==> src/svs_pkg.sv <==
// Types and constants for the searchable variable stack.
// Shared by the controller, the datapath and the top level; no dependencies.
package svs_pkg;

    localparam int LETTER_W = 8;
    localparam int SUB_W    = 15;
    localparam int OSUB_W   = 16;
    localparam int ENTRY_W  = LETTER_W + SUB_W;
    localparam int DEPTH_W  = 7;

    // Operation codes carried in the kind field
    localparam logic [1:0] KIND_PUSH   = 2'd0;
    localparam logic [1:0] KIND_POP    = 2'd1;
    localparam logic [1:0] KIND_PEEK   = 2'd2;
    localparam logic [1:0] KIND_SEARCH = 2'd3;

    // Result selection codes from controller to datapath
    localparam logic [1:0] RS_PLAIN     = 2'd0;
    localparam logic [1:0] RS_OVERFLOW  = 2'd1;
    localparam logic [1:0] RS_UNDERFLOW = 2'd2;
    localparam logic [1:0] RS_ENTRY     = 2'd3;

    localparam logic signed [OSUB_W-1:0] ERR_SUBSCRIPT = -16'sd1;

    typedef struct packed {
        logic [1:0]          kind;
        logic [LETTER_W-1:0] letter;
        logic [SUB_W-1:0]    subscript;
    } item_t;

    typedef struct packed {
        logic [LETTER_W-1:0]        out_letter;
        logic signed [OSUB_W-1:0]   out_subscript;
        logic                       found;
        logic                       error;
        logic                       is_empty;
        logic [DEPTH_W-1:0]         depth;
    } result_t;

    typedef struct packed {
        logic       take;     // latch the item for a pop, peek or search
        logic       wr;       // push: write entry, advance count
        logic       rd_top;   // read the top entry
        logic       rd_next;  // read the entry below the scan index
        logic       dec;      // pop: drop the top entry
        logic       load;     // load the result register
        logic [1:0] rsel;
        logic       found;
    } svs_cmd_t;

    typedef struct packed {
        logic empty;
        logic full;
        logic match;
        logic idx_zero;
        logic is_pop;
        logic out_free;
    } svs_stat_t;

endpackage

==> src/svs_ram.sv <==
// Generic single-write, single-read memory with registered read data.
// No dependencies.
module svs_ram #(
    parameter int WIDTH = 23,
    parameter int DEPTH = 64,
    localparam int ADDR_W = $clog2(DEPTH)
) (
    input  logic              clk,
    input  logic              wr_en,
    input  logic [ADDR_W-1:0] wr_addr,
    input  logic [WIDTH-1:0]  wr_data,
    input  logic              rd_en,
    input  logic [ADDR_W-1:0] rd_addr,
    output logic [WIDTH-1:0]  rd_data
);

    logic [WIDTH-1:0] mem [DEPTH];
    logic [WIDTH-1:0] rd_data_reg;

    always_ff @(posedge clk)
    begin
        if (wr_en)
        begin
            mem[wr_addr] <= wr_data;
        end
        if (rd_en)
        begin
            rd_data_reg <= mem[rd_addr];
        end
    end

    assign rd_data = rd_data_reg;

endmodule

==> src/svs_ctrl.sv <==
// Controller state machine for the searchable variable stack.
// Depends on svs_pkg; drives commands to svs_dp and reads its status.
module svs_ctrl
    import svs_pkg::*;
(
    input  logic       clk,
    input  logic       rst_n,
    input  logic       item_valid,
    input  logic [1:0] item_kind,
    input  svs_stat_t  stat,
    output logic       item_stall,
    output svs_cmd_t   cmd
);

    localparam logic [1:0] ST_IDLE = 2'd0;
    localparam logic [1:0] ST_READ = 2'd1;
    localparam logic [1:0] ST_SCAN = 2'd2;

    logic [1:0] state_reg;
    logic [1:0] state_next;
    logic       accept;

    assign item_stall = (state_reg != ST_IDLE) || !stat.out_free;
    assign accept     = item_valid && !item_stall;

    always_comb
    begin
        cmd        = '0;
        cmd.rsel   = RS_PLAIN;
        state_next = state_reg;
        case (state_reg)
            ST_IDLE:
            begin
                if (accept)
                begin
                    case (item_kind)
                        KIND_PUSH:
                        begin
                            cmd.load = 1'b1;
                            if (stat.full)
                            begin
                                cmd.rsel = RS_OVERFLOW;
                            end
                            else
                            begin
                                cmd.wr = 1'b1;
                            end
                        end
                        KIND_POP, KIND_PEEK:
                        begin
                            if (stat.empty)
                            begin
                                cmd.load = 1'b1;
                                cmd.rsel = RS_UNDERFLOW;
                            end
                            else
                            begin
                                cmd.take   = 1'b1;
                                cmd.rd_top = 1'b1;
                                state_next = ST_READ;
                            end
                        end
                        default:
                        begin
                            if (stat.empty)
                            begin
                                cmd.load = 1'b1;
                            end
                            else
                            begin
                                cmd.take   = 1'b1;
                                cmd.rd_top = 1'b1;
                                state_next = ST_SCAN;
                            end
                        end
                    endcase
                end
            end
            ST_READ:
            begin
                if (stat.out_free)
                begin
                    cmd.load   = 1'b1;
                    cmd.rsel   = RS_ENTRY;
                    cmd.dec    = stat.is_pop;
                    state_next = ST_IDLE;
                end
            end
            ST_SCAN:
            begin
                if (stat.match || stat.idx_zero)
                begin
                    if (stat.out_free)
                    begin
                        cmd.load   = 1'b1;
                        cmd.found  = stat.match;
                        state_next = ST_IDLE;
                    end
                end
                else
                begin
                    cmd.rd_next = 1'b1;
                end
            end
            default:
            begin
                state_next = ST_IDLE;
            end
        endcase
    end

    always_ff @(posedge clk or negedge rst_n)
    begin
        if (!rst_n)
        begin
            state_reg <= ST_IDLE;
        end
        else
        begin
            state_reg <= state_next;
        end
    end

endmodule

==> src/svs_dp.sv <==
// Datapath for the searchable variable stack: entry memory, count, scan
// index and result register. Depends on svs_pkg and svs_ram.
module svs_dp
    import svs_pkg::*;
#(
    parameter int DEPTH = 64
) (
    input  logic      clk,
    input  logic      rst_n,
    input  item_t     item,
    input  svs_cmd_t  cmd,
    input  logic      result_stall,
    output svs_stat_t stat,
    output logic      result_valid,
    output result_t   result
);

    localparam int CW = $clog2(DEPTH + 1);
    localparam int AW = $clog2(DEPTH);

    logic [CW-1:0]      count_reg;
    logic [CW-1:0]      count_next;
    logic [CW-1:0]      count_m1;
    logic [AW-1:0]      idx_reg;
    logic [AW-1:0]      idx_next;
    logic [AW-1:0]      idx_m1;
    logic [AW-1:0]      rd_addr;
    logic               rd_en;
    logic [ENTRY_W-1:0] item_var;
    logic [ENTRY_W-1:0] var_reg;
    logic [ENTRY_W-1:0] rd_data;
    logic               pop_reg;
    result_t            res_reg;
    result_t            res_next;
    logic               res_valid_reg;
    logic               res_valid_next;

    assign item_var = {item.letter, item.subscript};
    assign count_m1 = count_reg - CW'(1);
    assign idx_m1   = idx_reg - AW'(1);
    assign rd_en    = cmd.rd_top || cmd.rd_next;
    assign rd_addr  = cmd.rd_top ? count_m1[AW-1:0] : idx_m1;

    svs_ram #(
        .WIDTH (ENTRY_W),
        .DEPTH (DEPTH)
    ) u_ram (
        .clk     (clk),
        .wr_en   (cmd.wr),
        .wr_addr (count_reg[AW-1:0]),
        .wr_data (item_var),
        .rd_en   (rd_en),
        .rd_addr (rd_addr),
        .rd_data (rd_data)
    );

    always_comb
    begin
        count_next = count_reg;
        if (cmd.wr)
        begin
            count_next = count_reg + CW'(1);
        end
        else if (cmd.dec)
        begin
            count_next = count_m1;
        end
    end

    always_comb
    begin
        idx_next = idx_reg;
        if (cmd.rd_top)
        begin
            idx_next = count_m1[AW-1:0];
        end
        else if (cmd.rd_next)
        begin
            idx_next = idx_m1;
        end
    end

    always_comb
    begin
        res_next               = '0;
        res_next.found         = cmd.found;
        res_next.is_empty      = (count_next == '0);
        res_next.depth         = DEPTH_W'(count_next);
        case (cmd.rsel)
            RS_PLAIN:
            begin
                res_next.error = 1'b0;
            end
            RS_OVERFLOW:
            begin
                res_next.error = 1'b1;
            end
            RS_UNDERFLOW:
            begin
                res_next.error         = 1'b1;
                res_next.out_subscript = ERR_SUBSCRIPT;
            end
            RS_ENTRY:
            begin
                res_next.out_letter    = rd_data[ENTRY_W-1 -: LETTER_W];
                res_next.out_subscript = {1'b0, rd_data[SUB_W-1:0]};
            end
            default:
            begin
                res_next.error = 1'b0;
            end
        endcase
    end

    assign res_valid_next = cmd.load || (res_valid_reg && result_stall);

    always_ff @(posedge clk or negedge rst_n)
    begin
        if (!rst_n)
        begin
            count_reg     <= '0;
            res_valid_reg <= 1'b0;
        end
        else
        begin
            count_reg     <= count_next;
            res_valid_reg <= res_valid_next;
        end
    end

    always_ff @(posedge clk)
    begin
        idx_reg <= idx_next;
        if (cmd.take)
        begin
            var_reg <= item_var;
            pop_reg <= (item.kind == KIND_POP);
        end
        if (cmd.load)
        begin
            res_reg <= res_next;
        end
    end

    assign stat.empty    = (count_reg == '0);
    assign stat.full     = (count_reg == CW'(DEPTH));
    assign stat.match    = (rd_data == var_reg);
    assign stat.idx_zero = (idx_reg == '0);
    assign stat.is_pop   = pop_reg;
    assign stat.out_free = !res_valid_reg || !result_stall;

    assign result_valid = res_valid_reg;
    assign result       = res_reg;

endmodule

==> src/searchable_variable_stack_unit.sv <==
// Top level of the searchable variable stack: a bounded LIFO of variables
// with push, pop, peek and top-down search. Depends on svs_pkg, svs_ctrl,
// svs_dp (and through it svs_ram).
//
//  channel   direction  handshake                     payload
//  item      in         item_valid / item_stall       item_t   (kind, letter, subscript)
//  result    out        result_valid / result_stall   result_t (one per transaction)
//
// Push and any operation on an empty stack show their result the cycle after accept.
// Pop and peek read the top entry (the memory read port is registered), then load
// it into the result register once the output is free. Search reads one entry per
// cycle from the top down until a match or the bottom, then loads its result.
// Reset empties the stack at once (count cleared); the memory is not cleared.
// A waiting result is held in the output register; item_stall stays high
// while an operation is in progress or the held result is not being taken.
module searchable_variable_stack_unit
    import svs_pkg::*;
#(
    parameter int DEPTH = 64
) (
    input  logic    clk,
    input  logic    rst_n,
    input  logic    item_valid,
    output logic    item_stall,
    input  item_t   item,
    output logic    result_valid,
    input  logic    result_stall,
    output result_t result
);

    svs_cmd_t  cmd;
    svs_stat_t stat;

    // Sequence each transaction: ops finished at accept, top read, or the scan.
    svs_ctrl u_ctrl (
        .clk        (clk),
        .rst_n      (rst_n),
        .item_valid (item_valid),
        .item_kind  (item.kind),
        .stat       (stat),
        .item_stall (item_stall),
        .cmd        (cmd)
    );

    // Hold the entries, the count, the scan index and the result register.
    svs_dp #(
        .DEPTH (DEPTH)
    ) u_dp (
        .clk          (clk),
        .rst_n        (rst_n),
        .item         (item),
        .cmd          (cmd),
        .result_stall (result_stall),
        .stat         (stat),
        .result_valid (result_valid),
        .result       (result)
    );

`ifndef ASSERT_OFF
    // An accepted push always produces its result in the next cycle.
    a_push_one_cycle: assert property (@(posedge clk) disable iff (!rst_n)
        (item_valid && !item_stall && item.kind == KIND_PUSH) |=> result_valid)
        else $error("push result not produced in one cycle");

    // A search hit never reports an error.
    a_found_no_error: assert property (@(posedge clk) disable iff (!rst_n)
        (result_valid && result.found) |-> !result.error)
        else $error("found result flagged as error");

    // The error subscript only appears on an underflow of an empty stack.
    a_err_var_empty: assert property (@(posedge clk) disable iff (!rst_n)
        (result_valid && result.out_subscript == ERR_SUBSCRIPT)
            |-> (result.error && result.is_empty && result.out_letter == '0))
        else $error("error variable returned from a non-empty stack");
`endif

endmodule
==> config.mk <==
export PLATFORM = sky130hd
export DESIGN_NAME = searchable_variable_stack_unit
export DESIGN_NICKNAME = d
export VERILOG_FILES = /design/src/svs_pkg.sv /design/src/svs_ram.sv /design/src/svs_ctrl.sv /design/src/svs_dp.sv /design/src/searchable_variable_stack_unit.sv
export SDC_FILE = /design/constraint.sdc
export NUM_CORES = 2
export LEC_CHECK = 0
export ABC_CLOCK_PERIOD_IN_PS = 5250
export BUFFER_PORTS_ARGS = -buffer_cell sky130_fd_sc_hd__buf_2
export CELL_PAD_IN_SITES_DETAIL_PLACEMENT = 1
export CELL_PAD_IN_SITES_GLOBAL_PLACEMENT = 1
export CORE_UTILIZATION = 55
export CTS_CLUSTER_SIZE = 14
export DETAILED_ROUTE_END_ITERATION = 16
export PLACE_DENSITY = 0.79
export SLEW_MARGIN = 40
export SYNTH_ARGS = -nofsm -noshare
export SYNTH_HDL_FRONTEND = slang
export SYNTH_HIERARCHICAL = 1
export SYNTH_SLANG_ARGS = --single-unit
==> constraint.sdc <==
create_clock -name clk -period 5.25 [get_ports clk]
set_input_delay 0 -clock clk [delete_from_list [all_inputs] [get_ports clk]]
set_output_delay 0 -clock clk [all_outputs]
set_load 0.05 [all_outputs]
**Word-level counts from Yosys, hierarchy flattened**

Memory sizes are Yosys's and may differ from the RTL's. A register that Yosys moved wholly into a read port is not among the register bits.
Cells that the tools add are included.

- Bits in registers: 74
- Bits in writable memories: 1,472
- Input port bits: 29
- Memories kept: 1

- Add/subtract/negate cells: 3
- Equal/unequal tests: 13
- Multiplexer cells: 36
- Reduce and logical (&&, ||, !) cells: 22

Memories:

| memory | words | bits a word | read ports | clocked after Yosys merged registers in | wr ports | line | RTL |
|---|---|---|---|---|---|---|---|
| u_dp.u_ram.mem | 64 | 23 | 1 | 1 | 1 | svs_ram.sv:17 | `logic [WIDTH-1:0] mem [DEPTH];` |

Operators with widths:

| operator | count |
|---|---|
| $pmux W16 S2 | 1 |
| $eq A23 B23 Y1 | 1 |
| $mux W6 | 3 |
| $logic_not A7 Y1 | 2 |
| $mux W1 | 14 |
| $mux W7 | 2 |
| $mux W3 | 4 |
| $pmux W2 S2 | 3 |
| $mux W2 | 5 |
| $eq A2 B2 Y1 const B | 4 |
| $add A7 B1 Y7 const B | 1 |
| $eq A7 B7 Y1 const B | 1 |
| $sub A7 B1 Y7 const B | 1 |
| $eq A2 B1 Y1 const B | 3 |
| $logic_not A6 Y1 | 1 |
| $pmux W2 S3 | 1 |
| $sub A6 B1 Y6 const B | 1 |
| $logic_or A1 B1 Y1 | 5 |
| $logic_not A1 Y1 | 4 |
| $logic_not A2 Y1 | 2 |
| $mux W4 | 1 |
| $ne A2 B1 Y1 const B | 2 |
| $ne A2 B2 Y1 const B | 2 |
| $reduce_and A4 Y1 | 1 |
| 6 further kinds | 9 |

**Logic depth before layout (Yosys ltp)**

- Word-level depth: 11
- Depth in mapped cells: 17
- Gate-level depth less buffers: 12

**By module**

The synthesis kept the hierarchy.

By module, submodules not included:

| module | times used | cells each | area an instance (µm²) | seq. area each (µm²) |
|---|---|---|---|---|
| svs_ram | 1 | 2,446 | 56,950.9 | 44,893.1 |
| svs_dp | 1 | 209 | 3,088.0 | 2,122.0 |
| svs_ctrl | 1 | 44 | 359.1 | 50.0 |

**Worst setup path after synthesis**

OpenSTA, ideal clock, no wires.

- Kind: flip-flop to flip-flop
- Start: reg u_dp.count_reg[4]
- End: reg u_dp.res_reg (netlist bit u_dp/result[0]) (enable)
- Setup time: 489 ps
- Data arrival time: 4,081 ps
- Slack: 679 ps
- Stages on the path, launching flop included: 7
- Buffers on the path: 1
- Period minus slack after synthesis: 4,571 ps
- Path through: dfrtp_1 clkbuf_1 nor4_1 nand2_1 nor2_1 o211ai_1 a311oi_1

RTL lines:

| item | line | RTL |
|---|---|---|
| start, declared | svs_dp.sv:21 | `logic [CW-1:0] count_reg;` |
| start signal, assigned | svs_dp.sv:126 | `count_reg <= count_next;` |
| end signal, assigned | svs_dp.sv:141 | `res_reg <= res_next;` |
| end, declared | svs_dp.sv:33 | `result_t res_reg;` |

==> flow_summary.ini <==
[cells_and_area]
mostFrequentLayoutCell = sky130_fd_sc_hd__edfxtp_1
multiInputGateArea_um2 = 12800
design.final.nets = 3020
largest_register_ff_count = 1472
area.growth.synth_to_final_pct = 13.6
layout.cell_area.non_filler_um2 = 68600
layoutNonFillerInstCount = 4511
largest-register = u_dp/u_ram/mem
filler_cell_count = 8708
final_cell_mix = sky130_fd_sc_hd__edfxtp_1, sky130_fd_sc_hd__mux4_2, sky130_fd_sc_hd__clkbuf_16
post_route_cells_drive_above_1_share_pct = 29.7
seq_area_um2 = 47100

[sta]
timing.final.crit_period_ns = 5.04
final_max_slew_viol_count = 0
max_freq_ghz = 0.198
totalNegativeSetupSlack_ns = 0
rsz0062_at_grt = false
clock-skew-final_ns = 0.0304
finalCritPeriodShare_pct = 96.0
worst_pin_slew_ns = 0.952
layout_setup_ws_ns = 0.208
setup-violations-final = 0
timing_hold_violations_final = 0
worst_slew_margin_rel_pct = 36.5

[setup_path]
timing.critical_path.slowest_cell_delay_ns = 0.66
worst-endpoint-arrival_ns = 5.58
worstPathCellList = inv_1 -> ha_1 -> nand2_1 -> nor2_1 -> nor4_4 -> buf_4 -> mux2i_4 -> buf_12 -> buf_4 -> mux4_2 -> mux2i_1 -> a22oi_1 -> nand2_1 -> a211oi_1
crit_path_max_fanout = 43
path_class = reg -> reg
end_kind = flop
worst-endpoint-required_ns = 5.79
crit_slowest_cell = sky130_fd_sc_hd__dfrtp_1
setup.worst_path.start_class = flop

[run]
number_of_max_capacitance_violations_reported = 0

[die]
core.rowCount = 121
die_area_um2 = 111000
placeableCoreArea_um2 = 109000
initial_core_util_pct = 55.5
fp.dieW_um = 333
top_level_ports = 65
die_h_um = 333

[placement]
routabilityCongestion = 0.844
numPortBuffers = 64
pre_cts_slack_ns = 0.292
placed_instances = 4202
dpl_cell_area_um2 = 63500
detailed_placement_wirelength_estimate_mm = 89.6

[logic_synthesis]
register_bit_total_from_synthesis = 1569
proportion_of_synthesized_chip_area_in_sequential_cells_pct = 77.9
yosys_most_used_dff = sky130_fd_sc_hd__edfxtp_1
synth_enable_flop_cells = 1559
synthTopCellsByArea = sky130_fd_sc_hd__edfxtp_1, sky130_fd_sc_hd__mux4_2, sky130_fd_sc_hd__mux2i_1
synth_area_leader_cell = sky130_fd_sc_hd__edfxtp_1
synth_largest_type_area_fraction_pct = 77.5
netlist_instances = 2699
synth.yosys.warnings = 6
postSynthNetCount = 2741
synth_async_sr_flop_share_pct = 0.637
syn_area_um2 = 60400
post_synth.cell_area_avg_um2 = 22.4
number_of_distinct_library_cells_after_synthesis = 55

[clock_tree]
ctsLongestPathBuffers = 3
cts_max_level = 4
postCtsSetupRepairBufs = 0
tritoncts.num_buffers = 154
cts_root_buffer = sky130_fd_sc_hd__clkbuf_16
clkSlewWorstSetupHoldPaths_ns = 0.06
clock_latency_ns = 0.79
cts_num_sinks = 1569
tritoncts = yes

[route]
detail_route.wl_per_cell_um = 37.2
wirelength_mm = 168
drt_iter0_drc = 4230
drt_pass1_iterations = 6
antenna_left = 0
via_cell_ratio = 6.86
drc_errors = 0
routed-via-count = 31000

[grt]
track_usage_pct = 30.8
antenna_found_initial = 9
gr-total-overflow = 0
grt_first_pass_wirelength_mm = 239
first_global_vias = 32600
pin_count_of_the_biggest_net_entering_global_routing = 82

[pwr]
power.density_cell_area_nw_per_um2 = 640
ir_worst_vdd_mv = 0.705
p_leak_nw = 21.9
total_power_mw = 43.9

[hold_path]
hp-class = in -> reg

[status]
status = finished, final reports clean
==> repair_timing <==
action	CTS	global route
gates resized for setup	0	2
hold buffers	31	0
endpoints found under the setup margin	0	1
hold endpoints to repair	1355	0
==> stage by stage <==
stage	hold slack, ns	util (%)
after floorplan	-0.296	-
after global placement	-0.120	58.3
after detailed placement	-0.113	58.3
after CTS	0.168	63.0
after global routing	0.238	63.0
final	0.221	63.0
==> synthesized netlist by cell type, types with 15 or more instances <==
library cell               count
sky130_fd_sc_hd__edfxtp_1   1559
sky130_fd_sc_hd__a21o_1       16
sky130_fd_sc_hd__buf_4        43
sky130_fd_sc_hd__nand2_1      36
sky130_fd_sc_hd__o21ai_0      27
sky130_fd_sc_hd__a21oi_1      26
sky130_fd_sc_hd__clkbuf_1     69
sky130_fd_sc_hd__xor2_1       22
sky130_fd_sc_hd__a22oi_1      50
sky130_fd_sc_hd__a22o_1       23
sky130_fd_sc_hd__nor2_1       84
sky130_fd_sc_hd__a211oi_1     15
sky130_fd_sc_hd__buf_2        20
sky130_fd_sc_hd__nand3_1      31
sky130_fd_sc_hd__mux4_2      368
sky130_fd_sc_hd__nor2b_1      15
sky130_fd_sc_hd__mux2i_1      73
sky130_fd_sc_hd__a221oi_1     22
==> kinds of logic (layout without fill, tap and decap cells) <==
family | count (synthesis) | after routing | synth area share (%)
compound gates | 219 | 219 | 2.60
mux | 455 | 455 | 15.2
flops | 1569 | 1569 | 77.9
other cells | 0 | 5 | 0
buf+inv | 158 | 551 | 1.39
xor+xnor | 37 | 37 | 0.549
simple gates | 248 | 248 | 2.08
fa+ha+maj | 13 | 13 | 0.269
==> final timing paths <==
kind | startpoint | to | slack (ns) | depth (start not counted)
worst max-delay path | u_dp/count_reg[0]$_DFF_PN0_ | u_dp/u_ram/rd_data[17]$_DFFE_PP_ | 0.21 | 14
worst min-delay path | result_stall | u_dp/result_valid$_DFF_PN0_ | 0.22 | 4
worst max register to register | u_dp/count_reg[0]$_DFF_PN0_ | u_dp/u_ram/rd_data[17]$_DFFE_PP_ | 0.21 | 14
worst min register to register | u_dp/count_reg[6]$_DFF_PN0_ | u_dp/count_reg[6]$_DFF_PN0_ | 0.60 | 1
max in group asynchronous | rst_n | u_ctrl/state_reg[0]$_DFFE_PN0P_ | 4.60 | 3
min in group asynchronous | rst_n | u_dp/count_reg[2]$_DFF_PN0_ | 0.28 | 3
==> layer usage <==
metal | routed length [um] | GRT usage, % | share of wire (%)
met5 | 48 | 0 | 0.029
met3 | 16000 | 6.54 | 9.5
met1 | 60400 | 39.9 | 36
met4 | 9030 | 15.3 | 5.4
met2 | 82500 | 49.9 | 49
==> cell type report <==
class	count	area share [%]
Sequential cell	1569	68.6
Multi-Input combinational cell	972	18.6
Clock buffer	192	5.90
Timing Repair Buffer	268	3.21
Tap cell	1414	2.58
Clock inverter	78	0.977
Inverter	13	0.0784
Antenna cell	5	0.0182
==> power breakdown <==
part,switching [mW],total [mW],internal (mW),leakage [nW]
Combinational,11.1,18.6,7.43,5.45
Sequential,0.355,14.8,14.4,14.2
Clock,4.74,10.6,5.84,2.30
Total,16.2,43.9,27.7,21.9
==> worst max-delay path, delay by kind of cell, from the launching register on <==
| kind | cells | cell delay, ns |
|---|---|---|
| buffers and inverters | 4 | 1.30 |
| AOI/OAI and AO/OA | 2 | 0.75 |
| and+or+nand+nor | 4 | 0.97 |
| muxes | 3 | 0.75 |
| adders and majority gates | 1 | 0.27 |
| DFF | 1 | 0.66 |
Power figures use the tool's default switching activity.
